**src/sv/cpcr_pkg.sv**
```systemverilog
package cpcr_pkg;

  // Number format
  localparam int unsigned FracBits     = 16;
  localparam int unsigned CoordW       = 32;
  localparam int unsigned RadiusW      = 31;
  localparam int unsigned DiffW        = CoordW + 1;
  localparam int unsigned SqW          = 2 * DiffW;
  localparam int unsigned RootW        = DiffW;
  localparam int unsigned RemW         = RootW + 2;
  localparam int unsigned RsumW        = RadiusW + 1;

  // Normal and divider
  localparam int unsigned QuotW        = FracBits + 1;
  localparam int unsigned NormW        = FracBits + 2;
  localparam int unsigned DivNumW      = DiffW + FracBits + 1;

  // Response datapath
  localparam int unsigned Sep2W        = RootW + 2;
  localparam int unsigned VrW          = 36;
  localparam int unsigned WideW        = 64;
  localparam int unsigned PushProdW    = Sep2W + NormW;
  localparam int unsigned VanProdW     = DiffW + NormW;
  localparam int unsigned VanW         = VanProdW + 1;

  // Configuration
  localparam int unsigned RestW        = 17;
  localparam int unsigned RestFracBits = 16;
  localparam logic [RestW-1:0] RestOne = RestW'(1) << RestFracBits;
  localparam int unsigned JProdW       = VrW + RestW + 2;
  localparam int unsigned QProdW       = VrW + NormW;
  localparam int unsigned MarginW      = 16;
  localparam logic [MarginW-1:0] MarginReset = MarginW'(66);
  localparam int unsigned CfgIdxW      = 1;
  localparam int unsigned CfgDataW     = 17;

  localparam int unsigned QueueDepth   = 2;

  typedef enum logic [CfgIdxW-1:0] {
    CfgRestitution = 1'b0,
    CfgMargin      = 1'b1
  } cfg_reg_e;

  typedef struct packed {
    logic signed [CoordW-1:0] first_x;
    logic signed [CoordW-1:0] first_y;
    logic signed [CoordW-1:0] second_x;
    logic signed [CoordW-1:0] second_y;
    logic [RadiusW-1:0]       first_radius;
    logic [RadiusW-1:0]       second_radius;
    logic signed [CoordW-1:0] first_vel_x;
    logic signed [CoordW-1:0] first_vel_y;
    logic signed [CoordW-1:0] second_vel_x;
    logic signed [CoordW-1:0] second_vel_y;
  } in_word_t;

  typedef struct packed {
    logic signed [CoordW-1:0] new_first_x;
    logic signed [CoordW-1:0] new_first_y;
    logic signed [CoordW-1:0] new_second_x;
    logic signed [CoordW-1:0] new_second_y;
    logic signed [CoordW-1:0] new_first_vel_x;
    logic signed [CoordW-1:0] new_first_vel_y;
    logic signed [CoordW-1:0] new_second_vel_x;
    logic signed [CoordW-1:0] new_second_vel_y;
    logic                     collided;
    logic                     rebounded;
  } out_word_t;

  // Classified pair handed from front to back
  typedef struct packed {
    in_word_t          word;
    logic [DiffW-1:0]  ax;
    logic [DiffW-1:0]  ay;
    logic              neg_x;
    logic              neg_y;
    logic [RootW-1:0]  dlen;
    logic              collided;
    logic [RootW-1:0]  overlap;
  } pair_info_t;

endpackage

```
**src/sv/cpcr_queue.sv**
```systemverilog
module cpcr_queue (
  input  logic                  clk_i,
  input  logic                  rst_ni,
  input  logic                  wr_valid_i,
  output logic                  wr_stall_o,
  input  cpcr_pkg::pair_info_t  wr_data_i,
  output logic                  rd_valid_o,
  input  logic                  rd_stall_i,
  output cpcr_pkg::pair_info_t  rd_data_o
);

  localparam int unsigned Depth = cpcr_pkg::QueueDepth;
  localparam int unsigned PtrW  = (Depth > 1) ? $clog2(Depth) : 1;
  localparam int unsigned CntW  = $clog2(Depth + 1);

  cpcr_pkg::pair_info_t mem_q [Depth];
  logic [PtrW-1:0]      wr_ptr_q, wr_ptr_d, rd_ptr_q, rd_ptr_d;
  logic [CntW-1:0]      cnt_q, cnt_d;
  logic                 push, pop;

  assign wr_stall_o = (cnt_q == CntW'(Depth));
  assign rd_valid_o = (cnt_q != '0);
  assign push       = wr_valid_i && !wr_stall_o;
  assign pop        = rd_valid_o && !rd_stall_i;
  assign rd_data_o  = mem_q[rd_ptr_q];

  always_comb begin
    wr_ptr_d = wr_ptr_q;
    rd_ptr_d = rd_ptr_q;
    if (push) begin
      wr_ptr_d = (wr_ptr_q == PtrW'(Depth - 1)) ? '0 : wr_ptr_q + 1'b1;
    end
    if (pop) begin
      rd_ptr_d = (rd_ptr_q == PtrW'(Depth - 1)) ? '0 : rd_ptr_q + 1'b1;
    end
    cnt_d = cnt_q + CntW'(push) - CntW'(pop);
  end

  always_ff @(posedge clk_i or negedge rst_ni) begin
    if (!rst_ni) begin
      wr_ptr_q <= '0;
      rd_ptr_q <= '0;
      cnt_q    <= '0;
    end else begin
      wr_ptr_q <= wr_ptr_d;
      rd_ptr_q <= rd_ptr_d;
      cnt_q    <= cnt_d;
    end
  end

  always_ff @(posedge clk_i) begin
    if (push) begin
      mem_q[wr_ptr_q] <= wr_data_i;
    end
  end

endmodule

```
**config.mk**
```make
export PLATFORM = sky130hd
export DESIGN_NAME = cpcr_queue
export DESIGN_NICKNAME = d
export VERILOG_FILES = /design/src/sv/cpcr_pkg.sv /design/src/sv/cpcr_queue.sv
export SDC_FILE = /design/constraint.sdc
export NUM_CORES = 1
export LEC_CHECK = 0
export BUFFER_PORTS_ARGS = -buffer_cell sky130_fd_sc_hd__buf_2
export CAP_MARGIN = 20
export CORE_AREA = 2 2 360 362
export CTS_CLUSTER_SIZE = 14
export DETAILED_ROUTE_END_ITERATION = 16
export DIE_AREA = 0 0 362 364
export SYNTH_ARGS = -nofsm -noshare
export SYNTH_HDL_FRONTEND = slang
export SYNTH_SLANG_ARGS = --single-unit
```
**constraint.sdc**
```tcl
create_clock -name clk_i -period 24.5 [get_ports clk_i]
set_input_delay 4.9 -clock clk_i [delete_from_list [all_inputs] [get_ports clk_i]]
set_output_delay 4.9 -clock clk_i [all_outputs]
set_load 0.005 [all_outputs]
```
==> metrics.md <==
| Metric | Value |
|---|---|
| Post-CTS Hold Buffers | `0` |
| Clock slew at reported path FFs | `roughly 0.06 ns` |
| GPL Wtd Cong | `between 0.7 and 0.8` |
| Crit end category | `primary output` |
| HPWL after DPL | `between 60000 and 70000 um` |
| Remaining DRCs | `0` |
| Relative slew margins | `0.287` |
| First-pass GRT wire length | `roughly 120000 um` |
| Pleak | `between 15 and 20 nW` |
| DR WL/cell | `20.7 um` |
| Post-DRT Antenna Nets | `0` |
| Fin. Hold Viols | `0` |
| Critical Path Fanout Max | `66` |
| Synthesis Warnings | `0` |
| Die Span Y | `between 300 and 400 um` |
| Design area | `~43000 um2` |
| Total congestion overflow | `0` |
| Final setup viols | `0` |
| Dpl cells | `between 3000 and 4000` |
| Tcrit/Tclk final | `0.397` |
| VDD IR max | `about 0.000095 V` |
| Share of cells above drive strength 1 | `0.610` |
| Netlist cell types | `17` |
| Yosys reg bits | `between 900 and 1000` |
| Max-cap violations | `0` |
| Final WL | `between 80000 and 90000 um` |
| IO Pins | `approximately 900` |
| Met3 WL post-DR | `8740 um` |
| Clock tree buffer depth | `3` |
| Total Routing Usage GR | `0.124` |
| PwrDens | `~120 nW/um2` |
| CP required | `19.60 ns` |
| Placed Area | `between 30000 and 40000 um2` |
| Final Instance Count excl. Fillers | `between 4000 and 5000` |
| Via density per instance | `about 4` |
| Mapped Cells | `about 1400` |
| Fmax | `slightly above 0.1 GHz` |
| Total number of vias | `roughly 17000` |
| Cts repair resizes | `0` |
| Setup TNS | `0 ns` |
| Port Buf Inserts | `a little over 900` |
| Top routing layer used | `met5` |
| Fin worst setup slack | `14.78 ns` |
| Die ar. | `around 130000 um2` |
| Final Max Tran Viols | `0` |
| Root Buffer | `clkbuf_16` |
| HP Class | `reg -> reg` |
| Fin util | `0.332` |
| RSZ-0062 raised after global routing | `false` |
| Core area | `approximately 130000 um2` |
| Multi-input gate area | `around 5400 um2` |
| Initial antenna violation count | `68` |
| Layout area overhead | `28.5%` |
| Reg area | `between 20000 and 30000 um2` |
| Slew @ Worst Pin | `around 1.1 ns` |
| Vias in the first global route | `17400` |
| Clk Latency, worst-skew pair | `0.68 ns` |
| Critical path arrival | `4.82 ns` |
| TritonCTS Sinks | `910` |
| Rows | `roughly 130` |
| Detailed-router iteration count before antenna repair | `5` |
| Inserted Clock Buffers | `94` |
| Setup bufs post-CTS | `0` |
| Seq/Total Area, Yosys | `0.825` |
| 1st-iter DRT viols | `about 1000` |
| Pin count of the biggest net entering global routing | `about 140` |
| Run status | `completed` |
| Pre-CTS setup slack | `around 15 ns` |
| Chip width | `362 um` |
| # fillers | `between 10000 and 15000` |
| CTS tree | `built` |
| Wire length on met2 | `~45000 um` |
| Net count, final | `around 2900` |
| Crit start category | `register` |
| Crit path kind | `reg -> out` |
| Mapped Area | `between 30000 and 40000 um2` |
| M1 wire length | `approximately 30000 um` |
| H-tree depth | `3` |
| Setup Skew | `between 0.02 and 0.025 ns` |
| Crit path time final | `around 9.7 ns` |
| Syn avg cell area | `~23 um2` |
| Initial core utilization | `0.258` |
| Mapped Nets | `around 1900` |
[cells in the mapped netlist]
cell | instances | area (um2)
and3_1 | 1 | 6.26
xnor2_1 | 3 | 26.3
xor2_1 | 1 | 8.76
inv_1 | 2 | 7.51
nor2b_1 | 1 | 6.26
nand2_1 | 1 | 3.75
ha_1 | 2 | 25.0
mux2_2 | 393 | 4430
mux2_4 | 60 | 901
edfxtp_1 | 906 | 27200
buf_6 | 8 | 90.1
buf_2 | 13 | 65.1
dfrtp_1 | 4 | 100
buf_4 | 30 | 225
nor2_1 | 1 | 3.75
nand2b_1 | 1 | 6.26
or2_2 | 1 | 6.26
[state kept, by name, summed over array words and instances, names as in the netlist]
signal	count
wr_ptr_q	1
cnt_q	2
rd_ptr_q	1
mem_q	906
[kinds of logic after synthesis]
logic type,Yosys count,synth area share
buf+inv,53,0.0117
simple gates,6,0.000983
xor+xnor,4,0.00106
fa+ha+maj,2,0.000756
flops,910,0.825
mux,453,0.161
[placed cells by master (no fill, tap or decap), types with 3 or more instances in the layout]
master,netlist,layout
buf_4,30,14
clkinv_2,0,12
bufinv_16,0,6
edfxtp_1,906,906
buf_12,0,3
clkbuf_1,0,22
clkinv_1,0,24
mux2_4,60,60
mux2_2,393,393
xnor2_1,3,3
dfrtp_1,4,3
clkbuf_16,0,95
diode_2,0,13
buf_2,13,911
[worst paths after layout]
kind / cells past startpoint / to / from / slack (ns)
hold / removal: 1 / cnt_q[1] / cnt_q[1] / 0.49
setup reg to reg: 7 / mem_q[0][342] / cnt_q[1] / 20.00
min in group asynchronous: 1 / cnt_q[1] / rst_ni / 4.01
max in group asynchronous: 1 / rd_ptr_q / rst_ni / 20.35
setup / recovery: 5 / rd_data_o[241] / rd_ptr_q / 14.78
hold reg to reg: 1 / cnt_q[1] / cnt_q[1] / 0.49
[per-layer routing]
layer,vias up,GRT usage
met4,12,0.0444
met1,8409,0.126
met3,210,0.0538
met5,-,0
li1,7699,-
met2,773,0.224
[worst max-delay path: stages, from the launching register on]
cell	delay (ns)
dfrtp_4	1.04
buf_4	0.81
buf_4	0.79
buf_4	0.78
mux2_2	0.42
buf_2	0.13
[stage by stage]
step / power, W / hold WS [ns]
floorplan: 0.00321 / 0.460
global placement: 0.00364 / 0.482
detailed placement: 0.00365 / 0.485
CTS: 0.00504 / 0.496
global route: 0.00520 / 0.532
finish: 0.00495 / 0.488
[final cells by class]
cell class	instances	share of cell area
multi-input cells	465	0.128
clock inverters	52	0.0106
clock buffers	119	0.0585
diodes	13	0.000765
inverters	2	0.000176
well taps	1675	0.0493
repair buffers	928	0.111
flip-flops and latches	910	0.642
[where the power goes]
group	switching, W	internal [W]
Sequential	0.0000957	0.00213
Combinational	0.000713	0.000644
Clock	0.000587	0.000782
(Power assumes the default switching activity.)
